$ cat config.mk
export PLATFORM = sky130hd
export DESIGN_NAME = cube_orientation_tracker_core
export DESIGN_NICKNAME = d
export VERILOG_FILES = /design/src/sv/cot_pkg.sv /design/src/sv/cot_state.sv /design/src/sv/cot_report.sv /design/src/sv/cube_orientation_tracker_core.sv
export SDC_FILE = /design/constraint.sdc
export NUM_CORES = 1
export LEC_CHECK = 0
export BUFFER_PORTS_ARGS = -buffer_cell sky130_fd_sc_hd__buf_2
export CAP_MARGIN = 40
export CORE_UTILIZATION = 53
export DETAILED_ROUTE_END_ITERATION = 12
export GPL_TIMING_DRIVEN = 0
export HOLD_SLACK_MARGIN = 0.12
export PLACE_DENSITY = 0.77
export SETUP_SLACK_MARGIN = 0.05
export SKIP_CTS_REPAIR_TIMING = 1
export SYNTH_ARGS = -nofsm -noshare
export SYNTH_HDL_FRONTEND = slang
export SYNTH_SLANG_ARGS = --single-unit
$ cat constraint.sdc
create_clock -name clk_i -period 3.2 [get_ports clk_i]
set_input_delay 0.64 -clock clk_i [delete_from_list [all_inputs] [get_ports clk_i]]
set_output_delay 0.64 -clock clk_i [all_outputs]
set_load 0.005 [all_outputs]
$ cat src/sv/cot_pkg.sv
package cot_pkg;

  // face codes and holder positions share the same 3-bit encoding
  typedef logic [2:0] face_t;
  typedef face_t [5:0] faces_t;

  localparam int unsigned NumPos = 6;

  localparam logic [2:0] POS_UP    = 3'd0;
  localparam logic [2:0] POS_RIGHT = 3'd1;
  localparam logic [2:0] POS_FRONT = 3'd2;
  localparam logic [2:0] POS_DOWN  = 3'd3;
  localparam logic [2:0] POS_LEFT  = 3'd4;
  localparam logic [2:0] POS_BACK  = 3'd5;

  // operation codes
  localparam logic OP_MOVE = 1'b0;
  localparam logic OP_LOAD = 1'b1;

  // move codes
  localparam logic [2:0] MOVE_NONE   = 3'd0;
  localparam logic [2:0] MOVE_TUMBLE = 3'd1;
  localparam logic [2:0] MOVE_CW     = 3'd2;
  localparam logic [2:0] MOVE_ACW    = 3'd3;
  localparam logic [2:0] MOVE_HALF   = 3'd4;

  // orientation after reset: U R F D L B
  localparam faces_t RESET_FACES = {3'd5, 3'd4, 3'd3, 3'd2, 3'd1, 3'd0};

  // quarter turns indexed by [face seen][face at reference side]
  localparam logic [1:0] ROT_TABLE [6][6] = '{
    '{2'd0, 2'd3, 2'd2, 2'd0, 2'd1, 2'd0},
    '{2'd0, 2'd0, 2'd1, 2'd2, 2'd0, 2'd3},
    '{2'd0, 2'd3, 2'd0, 2'd2, 2'd1, 2'd0},
    '{2'd0, 2'd3, 2'd0, 2'd0, 2'd1, 2'd2},
    '{2'd0, 2'd0, 2'd3, 2'd2, 2'd0, 2'd1},
    '{2'd0, 2'd1, 2'd0, 2'd2, 2'd3, 2'd0}
  };

  // one input item
  typedef struct packed {
    logic   op;
    logic [2:0] move;
    faces_t load;
    face_t  target;
  } cot_item_t;

  // one result item
  typedef struct packed {
    faces_t     faces;
    logic [1:0] front_turn;
    logic [1:0] back_turn;
    logic [1:0] up_turn;
    logic [1:0] down_turn;
    logic [1:0] left_turn;
    logic [1:0] right_turn;
    logic [2:0] target_position;
    logic [2:0] top_sequence;
    logic       error_flag;
  } cot_result_t;

  // rotation lookup, zero for codes outside the face set
  function automatic logic [1:0] rot_of(face_t seen, face_t ref_face);
    logic [1:0] r;
    r = 2'd0;
    if (seen < 3'(NumPos) && ref_face < 3'(NumPos)) begin
      r = ROT_TABLE[seen][ref_face];
    end
    return r;
  endfunction

endpackage

$ cat src/sv/cot_state.sv
module cot_state (
  input  logic              clk_i,
  input  logic              rst_ni,
  input  logic              en_i,
  input  cot_pkg::cot_item_t item_i,
  output cot_pkg::faces_t   faces_o,
  output logic              err_o
);
  import cot_pkg::*;

  faces_t     state_q;
  faces_t     state_d;
  faces_t     moved;
  faces_t     next_faces;
  logic [5:0] seen;
  logic       labels_ok;
  logic       move_err;
  logic       upd_err;

  // check that the loaded labels are a permutation of the six faces
  always_comb begin
    seen = '0;
    for (int i = 0; i < NumPos; i++) begin
      if (item_i.load[i] < 3'(NumPos)) begin
        seen[item_i.load[i]] = 1'b1;
      end
    end
    labels_ok = &seen;
  end

  // fixed position permutations of each move
  always_comb begin
    moved    = state_q;
    move_err = 1'b0;
    case (item_i.move)
      MOVE_NONE: begin
      end
      MOVE_TUMBLE: begin
        moved[POS_UP]    = state_q[POS_BACK];
        moved[POS_BACK]  = state_q[POS_DOWN];
        moved[POS_DOWN]  = state_q[POS_FRONT];
        moved[POS_FRONT] = state_q[POS_UP];
      end
      MOVE_CW: begin
        moved[POS_RIGHT] = state_q[POS_BACK];
        moved[POS_BACK]  = state_q[POS_LEFT];
        moved[POS_LEFT]  = state_q[POS_FRONT];
        moved[POS_FRONT] = state_q[POS_RIGHT];
      end
      MOVE_ACW: begin
        moved[POS_RIGHT] = state_q[POS_FRONT];
        moved[POS_FRONT] = state_q[POS_LEFT];
        moved[POS_LEFT]  = state_q[POS_BACK];
        moved[POS_BACK]  = state_q[POS_RIGHT];
      end
      MOVE_HALF: begin
        moved[POS_RIGHT] = state_q[POS_LEFT];
        moved[POS_BACK]  = state_q[POS_FRONT];
        moved[POS_LEFT]  = state_q[POS_RIGHT];
        moved[POS_FRONT] = state_q[POS_BACK];
      end
      default: begin
        move_err = 1'b1;
      end
    endcase
  end

  // select load or move, rejected updates keep the state
  always_comb begin
    next_faces = state_q;
    upd_err    = 1'b0;
    if (item_i.op == OP_LOAD) begin
      if (labels_ok) begin
        next_faces = item_i.load;
      end else begin
        upd_err = 1'b1;
      end
    end else begin
      next_faces = moved;
      upd_err    = move_err;
    end
    state_d = en_i ? next_faces : state_q;
  end

  assign faces_o = next_faces;
  assign err_o   = upd_err;

  always_ff @(posedge clk_i or negedge rst_ni) begin
    if (!rst_ni) begin
      state_q <= RESET_FACES;
    end else begin
      state_q <= state_d;
    end
  end

  // an invalid move leaves the orientation untouched
  assert property (@(posedge clk_i) disable iff (!rst_ni)
    (en_i && item_i.op == OP_MOVE && item_i.move > MOVE_HALF)
      |=> state_q == $past(state_q))
    else $error("invalid move changed the orientation");

  // an accepted load takes the labels as given
  assert property (@(posedge clk_i) disable iff (!rst_ni)
    (en_i && item_i.op == OP_LOAD && !err_o) |=> state_q == $past(item_i.load))
    else $error("valid load not stored");

endmodule

$ cat src/sv/cot_report.sv
module cot_report (
  input  cot_pkg::faces_t     faces_i,
  input  cot_pkg::face_t      target_i,
  input  logic                upd_err_i,
  output cot_pkg::cot_result_t res_o
);
  import cot_pkg::*;

  logic       found;
  logic [2:0] tpos;

  // first position holding the requested face
  always_comb begin
    found = 1'b0;
    tpos  = 3'd0;
    for (int i = 0; i < NumPos; i++) begin
      if (!found && faces_i[i] == target_i) begin
        found = 1'b1;
        tpos  = 3'(i);
      end
    end
  end

  // result fields from the updated orientation
  always_comb begin
    res_o.faces           = faces_i;
    res_o.front_turn      = rot_of(faces_i[POS_FRONT], faces_i[POS_UP]);
    res_o.back_turn       = rot_of(faces_i[POS_BACK], faces_i[POS_UP]);
    res_o.up_turn         = rot_of(faces_i[POS_UP], faces_i[POS_BACK]);
    res_o.down_turn       = rot_of(faces_i[POS_DOWN], faces_i[POS_FRONT]);
    res_o.left_turn       = rot_of(faces_i[POS_LEFT], faces_i[POS_UP]);
    res_o.right_turn      = rot_of(faces_i[POS_RIGHT], faces_i[POS_UP]);
    res_o.target_position = tpos;
    // the sequence code matches the position index
    res_o.top_sequence    = tpos;
    res_o.error_flag      = upd_err_i | ~found;
  end

endmodule

$ cat src/sv/cube_orientation_tracker_core.sv
// Cube orientation tracker: keeps the face held at each of six positions.
// Input channel s_axis: one item per handshake; tuser is the operation
// (move or load), tdata carries the move code, six load labels and the
// face to look for. Output channel m_axis: one result per input item with
// the packed orientation, six face turns, target position and top-move
// code in tdata, and the error flag in tuser.
// An item taken sits in the input register, is applied to the orientation
// state and lands in the result register once that register is free or read.
// Throughput: one item per cycle while the receiver keeps m_axis_tready high;
// the orientation update and table lookups are a single level of muxing
// between input and result register.
// Reset puts the orientation back to U R F D L B and empties both
// registers. When the receiver stalls the result register holds, the
// input register can still fill, and s_axis_tready drops once both are
// full; nothing is lost or repeated.
module cube_orientation_tracker_core (
  input  logic        clk_i,
  input  logic        rst_ni,
  input  logic        s_axis_tvalid,
  output logic        s_axis_tready,
  // move[2:0], load_up, load_right, load_front, load_down, load_left,
  // load_back, target_face[23:21]
  input  logic [23:0] s_axis_tdata,
  // operation[0]
  input  logic [0:0]  s_axis_tuser,
  output logic        m_axis_tvalid,
  input  logic        m_axis_tready,
  // orientation_word[17:0], front_turn, back_turn, up_turn, down_turn,
  // left_turn, right_turn, target_position, top_sequence[35:33], zeros
  output logic [39:0] m_axis_tdata,
  // error_flag[0]
  output logic [0:0]  m_axis_tuser
);
  import cot_pkg::*;

  logic        s1_valid_q;
  cot_item_t   s1_item_q;
  cot_item_t   in_item;
  logic        s1_adv;
  logic        out_valid_q;
  cot_result_t res_q;
  cot_result_t res_d;
  faces_t      new_faces;
  logic        upd_err;
  logic [5:0]  out_face_mask;

  // unpack the input item
  assign in_item.op     = s_axis_tuser[0];
  assign in_item.move   = s_axis_tdata[2:0];
  assign in_item.load   = s_axis_tdata[20:3];
  assign in_item.target = s_axis_tdata[23:21];

  // pipeline flow control
  assign s1_adv        = s1_valid_q && (!out_valid_q || m_axis_tready);
  assign s_axis_tready = !s1_valid_q || s1_adv;

  always_ff @(posedge clk_i or negedge rst_ni) begin
    if (!rst_ni) begin
      s1_valid_q  <= 1'b0;
      out_valid_q <= 1'b0;
    end else begin
      if (s_axis_tready) begin
        s1_valid_q <= s_axis_tvalid;
      end
      if (s1_adv) begin
        out_valid_q <= 1'b1;
      end else if (m_axis_tready) begin
        out_valid_q <= 1'b0;
      end
    end
  end

  // payload registers
  always_ff @(posedge clk_i) begin
    if (s_axis_tready && s_axis_tvalid) begin
      s1_item_q <= in_item;
    end
    if (s1_adv) begin
      res_q <= res_d;
    end
  end

  // orientation state and update
  cot_state u_state (
    .clk_i   (clk_i),
    .rst_ni  (rst_ni),
    .en_i    (s1_adv),
    .item_i  (s1_item_q),
    .faces_o (new_faces),
    .err_o   (upd_err)
  );

  // result fields
  cot_report u_report (
    .faces_i   (new_faces),
    .target_i  (s1_item_q.target),
    .upd_err_i (upd_err),
    .res_o     (res_d)
  );

  // pack the result item
  assign m_axis_tvalid = out_valid_q;
  assign m_axis_tdata  = {4'b0000, res_q.top_sequence, res_q.target_position,
                          res_q.right_turn, res_q.left_turn, res_q.down_turn,
                          res_q.up_turn, res_q.back_turn, res_q.front_turn,
                          res_q.faces};
  assign m_axis_tuser  = res_q.error_flag;

  // set of faces present in the reported orientation
  always_comb begin
    out_face_mask = '0;
    for (int i = 0; i < NumPos; i++) begin
      if (res_q.faces[i] < 3'(NumPos)) begin
        out_face_mask[res_q.faces[i]] = 1'b1;
      end
    end
  end

  // input register empty means the block takes an item
  assert property (@(posedge clk_i) disable iff (!rst_ni)
    !s1_valid_q |-> s_axis_tready)
    else $error("input stalled with empty input register");

  // the orientation always stays a permutation of the six faces
  assert property (@(posedge clk_i) disable iff (!rst_ni)
    m_axis_tvalid |-> $countones(out_face_mask) == NumPos)
    else $error("reported orientation is not a permutation");

  // a clean result names a real position and its matching sequence
  assert property (@(posedge clk_i) disable iff (!rst_ni)
    (m_axis_tvalid && !res_q.error_flag) |->
      (res_q.target_position < 3'(NumPos) &&
       res_q.top_sequence == res_q.target_position))
    else $error("inconsistent target report");

endmodule

# Yosys cells after proc, flatten, opt, wreduce, memory -nomap -nowiden
# Memories as Yosys holds them, arrays and structs flattened.
# Index checks and enable logic that the tools add are counted.
[totals]
regBits = 79
rom_bits = 576
inputBits = 29
output_inout_bits = 43
wordCells = 194
memories = 6
[classes]
n_lt_le_gt_ge = 30
n_eq_ne = 10
n_mux = 71
bitwise_logic = 13
reduce_logical = 32
[mem_list]
columns = ["memory", "depth", "width", "rd", "rd_clocked_by_memory_dff", "wr", "line", "rtl"]
rows = [
  ["(name not given)", 8, 12, 1, 0, 0, "cot_pkg.sv:67", "r = ROT_TABLE[seen][ref_face];"],
  ["(name not given)", 8, 12, 1, 0, 0, "cot_pkg.sv:67", ""],
  ["(name not given)", 8, 12, 1, 0, 0, "cot_pkg.sv:67", ""],
  ["(name not given)", 8, 12, 1, 0, 0, "cot_pkg.sv:67", ""],
  ["(name not given)", 8, 12, 1, 0, 0, "cot_pkg.sv:67", ""],
  ["(name not given)", 8, 12, 1, 0, 0, "cot_pkg.sv:67", ""],
]
[ops]
columns = ["operator", "n"]
rows = [
  ["$mux W12", 12],
  ["$bmux W2 S3", 6],
  ["$lt A3 B3 Y1 const B", 12],
  ["$mux W18", 2],
  ["$mux W6", 6],
  ["$or A6 B6 Y6", 5],
  ["$mux W2", 14],
  ["$ge A4 B4 Y1 const B", 6],
  ["$lt A3 B4 Y1 const B", 6],
  ["$not A3 Y4", 6],
  ["$pmux W3 S4", 2],
  ["$mux W1", 19],
  ["$demux W1 S3", 6],
  ["$eq A3 B3 Y1", 6],
  ["$ge A3 B1 Y1 const B", 6],
  ["$logic_and A1 B1 Y1", 18],
  ["$pmux W3 S3", 2],
  ["$logic_not A1 Y1", 7],
  ["$eq A3 B2 Y1 const B", 2],
  ["$mux W3", 2],
  ["$reduce_and A6 Y1", 1],
  ["$reduce_or A5 Y1", 1],
  ["$eq A3 B1 Y1 const B", 1],
  ["$eq A3 B3 Y1 const B", 1],
  ["other kinds (6)", 7],
]

# Depth between registers and ports, before layout
[logic_depth]
depth_word = 37
depth_mapped = 15
ltp_nobuf = 13

# Modules after synthesis
# From an unflattened synthesis, not the netlist that was laid out.
[hier_totals]
hier_cells = 562
area_unflattened_um2 = 5748.0
[by_module_without_submodules]
columns = ["module", "n_inst", "cells_per_inst", "area_per_inst_um2", "seq_area_each_um2"]
rows = [
  ["cot_state", 1, 277, 2255.9, 459.2],
  ["cube_orientation_tracker_core", 1, 75, 1999.4, 1911.8],
  ["cot_report", 1, 210, 1492.7, 0.0],
]

# Least setup slack after synthesis
# Ideal clock, no wire load.
[synth_timing]
path_type = "reg2reg"
from = "register s1_item_q[9] in the netlist's numbering"
to = "register res_q, in the netlist m_axis_tdata[25] (data pin)"
setup_ns = 0.174
t_arrival_ns = 2.846
required_time_ns = 3.026
setup_slack_ns = 0.180
path_stages_with_launch = 13
path_buffers = 3
synth_period_minus_slack_ns = 3.020
cell_sequence = "edfxtp_1 -> nor2b_1 -> a32o_1 -> o31a_1 -> buf_6 -> buf_6 -> nand4_1 -> a31o_2 -> clkbuf_1 -> inv_1 -> ha_1 -> or4_1 -> a311oi_1"
[synth_lines]
columns = ["item", "line", "rtl"]
rows = [
  ["from (decl)", "cube_orientation_tracker_core.sv:37", "cot_item_t s1_item_q;"],
  ["from (signal assigned)", "cube_orientation_tracker_core.sv:76", "s1_item_q <= in_item;"],
  ["to (signal assigned)", "cube_orientation_tracker_core.sv:79", "res_q <= res_d;"],
  ["to (decl)", "cube_orientation_tracker_core.sv:41", "cot_result_t res_q;"],
]

==> impl_metrics.tcl <==
set metrics [dict create \
    synth_edf_count 59 \
    p_leak_nw 2.71 \
    diodes 0 \
    final_util_pct 68.9 \
    synthArstFlopShare_pct 25.3 \
    netlist-cell-type-count 72 \
    path_class "reg2reg" \
    post_route_cells_drive_above_1_share_pct 33.4 \
    grt.overflow.total 0 \
    synthCells 568 \
    max_freq_mhz 314 \
    worstRegToRegCells 12 \
    grt_max_degree 23 \
    wl_um 16200 \
    power_density_nw_per_um2 608 \
    timing.hold.ws_ns 0.237 \
    synth.avg_cell_area_um2 9.64 \
    peakVddDrop_mv 0.311 \
    setup_viol 0 \
    synth_area_leaders "edfxtp_1 32%, dfrtp_1 5.9%, ha_1 4.1%, nand2_1 3.6%, mux2i_1 3.5%" \
    ys_warn_count 0 \
    dr_total_vias 5252 \
    grt_pass1_vias 4636 \
    synth_top_cell_by_area "edfxtp_1" \
    dr.pass1.iters 5 \
    cts_buffer_depth 2 \
    die_area_um2 10700 \
    drt_iter0_markers 522 \
    final_nets 737 \
    fin_crit_ns 3.18 \
    drc_errors 0 \
    yosysTopAreaCellShare_pct 32.4 \
    detail_route.wl_per_cell_um 19.6 \
    grt_pass1_wl_um 24400 \
    start_util_pct 55.3 \
    hold_class "in2async" \
    min_period_over_period_pct 99.4 \
    status "finished clean" \
    clkSlewWorstSetupHoldPaths_ns 0.10 \
    clock_sinks 79 \
    endpoint "m_axis_tdata[23]$_SDFFCE_PN0P_" \
    maxSlewHeadroom_pct 48.5 \
    grt_use_total_pct 28.9 \
    placed_cell_area_um2 6030 \
    ys_seq_elements 79 \
    syn_area_um2 5480 \
    worstPathRequired_ns 3.32 \
    critPathMaxFanout 10 \
    via_per_inst 6.34 \
    io_buffers 67 \
    finClkSkew_ns 0.0123 \
    cp.arrival_ns 3.30 \
    maxCapViolCount 0 \
    fin_area_um2 6830 \
    rrSetupSlack_ns 0.02 \
    rows 36 \
    pin_count 72 \
    die_y_um 104 \
    cts_root_buf "clkbuf_8" \
    ant_nets 0 \
    h-tree-depth 3 \
    synth_flop_cell "edfxtp_1" \
    final_max_slew_viol_count 0 \
    startpoint_type "register" \
    yosysSeqAreaShare_pct 41.6 \
    critPathCaptureType "register" \
    dp_hpwl_um 11000 \
    gp_congestion 0.934 \
    synth.most_common_cell "edfxtp_1" \
    synth_common_cells "59 x edfxtp_1, 52 x nand2_1, 39 x nor2_1, 35 x o21ai_0, 26 x inv_1" \
    cts_tree "yes" \
    rsz0062_at_grt "yes" \
    cp-startpoint "s1_item_q[9]$_DFFE_PP_" \
    core_area_um2 9910 \
    clk-insertion-delay-late_ns 0.37 \
    cts_buffers 9 \
    hold_viol_final 0 \
    antenna_found_initial 0 \
    syn_to_final_growth_pct 24.7 \
    tightest_slew_ns 0.771 \
    r2r-start "s1_item_q[9]$_DFFE_PP_" \
    die_x_um 104 \
    reg2reg_to "m_axis_tdata[23]$_SDFFCE_PN0P_" \
]
==> through the flow <==
step	setup WS, ns	instances	power, mW	TNS (ns)
after global routing	-0.0859	828	4.35	-0.181
after floorplan	0.180	571	2.55	0
after CTS	-0.369	789	3.84	-1.48
after global placement	-0.305	771	2.99	-0.859
final	0.0188	828	4.15	0
after detailed placement	-0.364	773	3.04	-1.10
==> layer usage <==
layer	track usage, %	wire (um)
met4	11.6	473
met2	45.8	7560
met1	40.1	6750
met5	0	0
met3	4.09	1410
==> layout by cell type (no fill, tap or decap), drive strengths merged, types with 13 or more instances in the layout <==
master / synthesis / routed
a21oi: 23 / 23
o21ai: 38 / 38
nor2: 40 / 40
nand2: 52 / 52
nand4: 15 / 15
dfrtp: 13 / 13
inv: 31 / 34
nand3: 19 / 19
o31ai: 19 / 19
edfxtp: 59 / 59
a31oi: 18 / 18
buf: 33 / 135
mux2i: 19 / 19
clkbuf: 13 / 28
ha: 18 / 18
a211oi: 17 / 17
xnor2: 14 / 14
==> kinds of logic (layout without fill, tap and decap cells) <==
group / count (synthesis) / after routing / share of synthesized area [%]
buffers and inverters: 77 / 201 / 6.74
flip-flops: 79 / 79 / 41.6
adder cells (fa/ha/maj): 18 / 18 / 4.11
other: 1 / 4 / 0.0685
AO/OA/AOI/OAI: 170 / 170 / 23.2
multiplexers: 22 / 22 / 4.50
AND/OR/NAND/NOR: 179 / 179 / 16.2
XOR/XNOR: 22 / 22 / 3.52
==> critical path: stages, from the launching register on <==
cell,delay [ns]
edfxtp_1,0.44
nor2b_1,0.18
a32o_1,0.26
o31ai_4,0.44
buf_4,0.21
o31ai_4,0.08
a31oi_4,0.29
inv_2,0.12
buf_4,0.21
ha_1,0.20
a211oi_1,0.28
a211o_1,0.16
mux2i_1,0.06
==> power breakdown <==
part | leakage (nW) | switching, mW | internal (mW)
combinational | 1.80 | 1.05 | 0.767
clock | 0.0996 | 0.425 | 0.375
sequential | 0.803 | 0.193 | 1.34
total | 2.71 | 1.67 | 2.48
==> how the worst min path moves through the flow <==
stage	from	endpoint	cells after the start
6_report	rst_ni	u_state.state_q[13]$_DFFE_PN0P_	1
3_5_place_dp	s1_valid_q$_DFFE_PN0N_	m_axis_tvalid$_DFFE_PN0P_	1
5_1_grt	rst_ni	m_axis_tvalid$_DFFE_PN0P_	1
3_3_place_gp	s1_valid_q$_DFFE_PN0N_	m_axis_tvalid$_DFFE_PN0P_	1
2_1_floorplan	rst_ni	m_axis_tvalid$_DFFE_PN0P_	0
4_1_cts	rst_ni	u_state.state_q[13]$_DFFE_PN0P_	1
==> area by class of cell <==
| type | instances | area, um2 |
|---|---|---|
| Timing Repair Buffer | 109 | 683 |
| Tap cell | 133 | 166 |
| Sequential cell | 79 | 2280 |
| Inverter | 31 | 121 |
| Clock buffer | 9 | 124 |
| Clock inverter | 7 | 87.6 |
| Buffer | 45 | 302 |
| Fill cell | 791 | 3080 |
| Multi-Input combinational cell | 415 | 3070 |
==> sequential cells by signal (all words and copies together) (netlist names) <==
register / cells
m_axis_tuser: 1
s1_item_q: 25
m_axis_tdata: 33
s1_valid_q: 1
u_state.state_q: 18
m_axis_tvalid: 1
(Power assumes the default switching activity.)
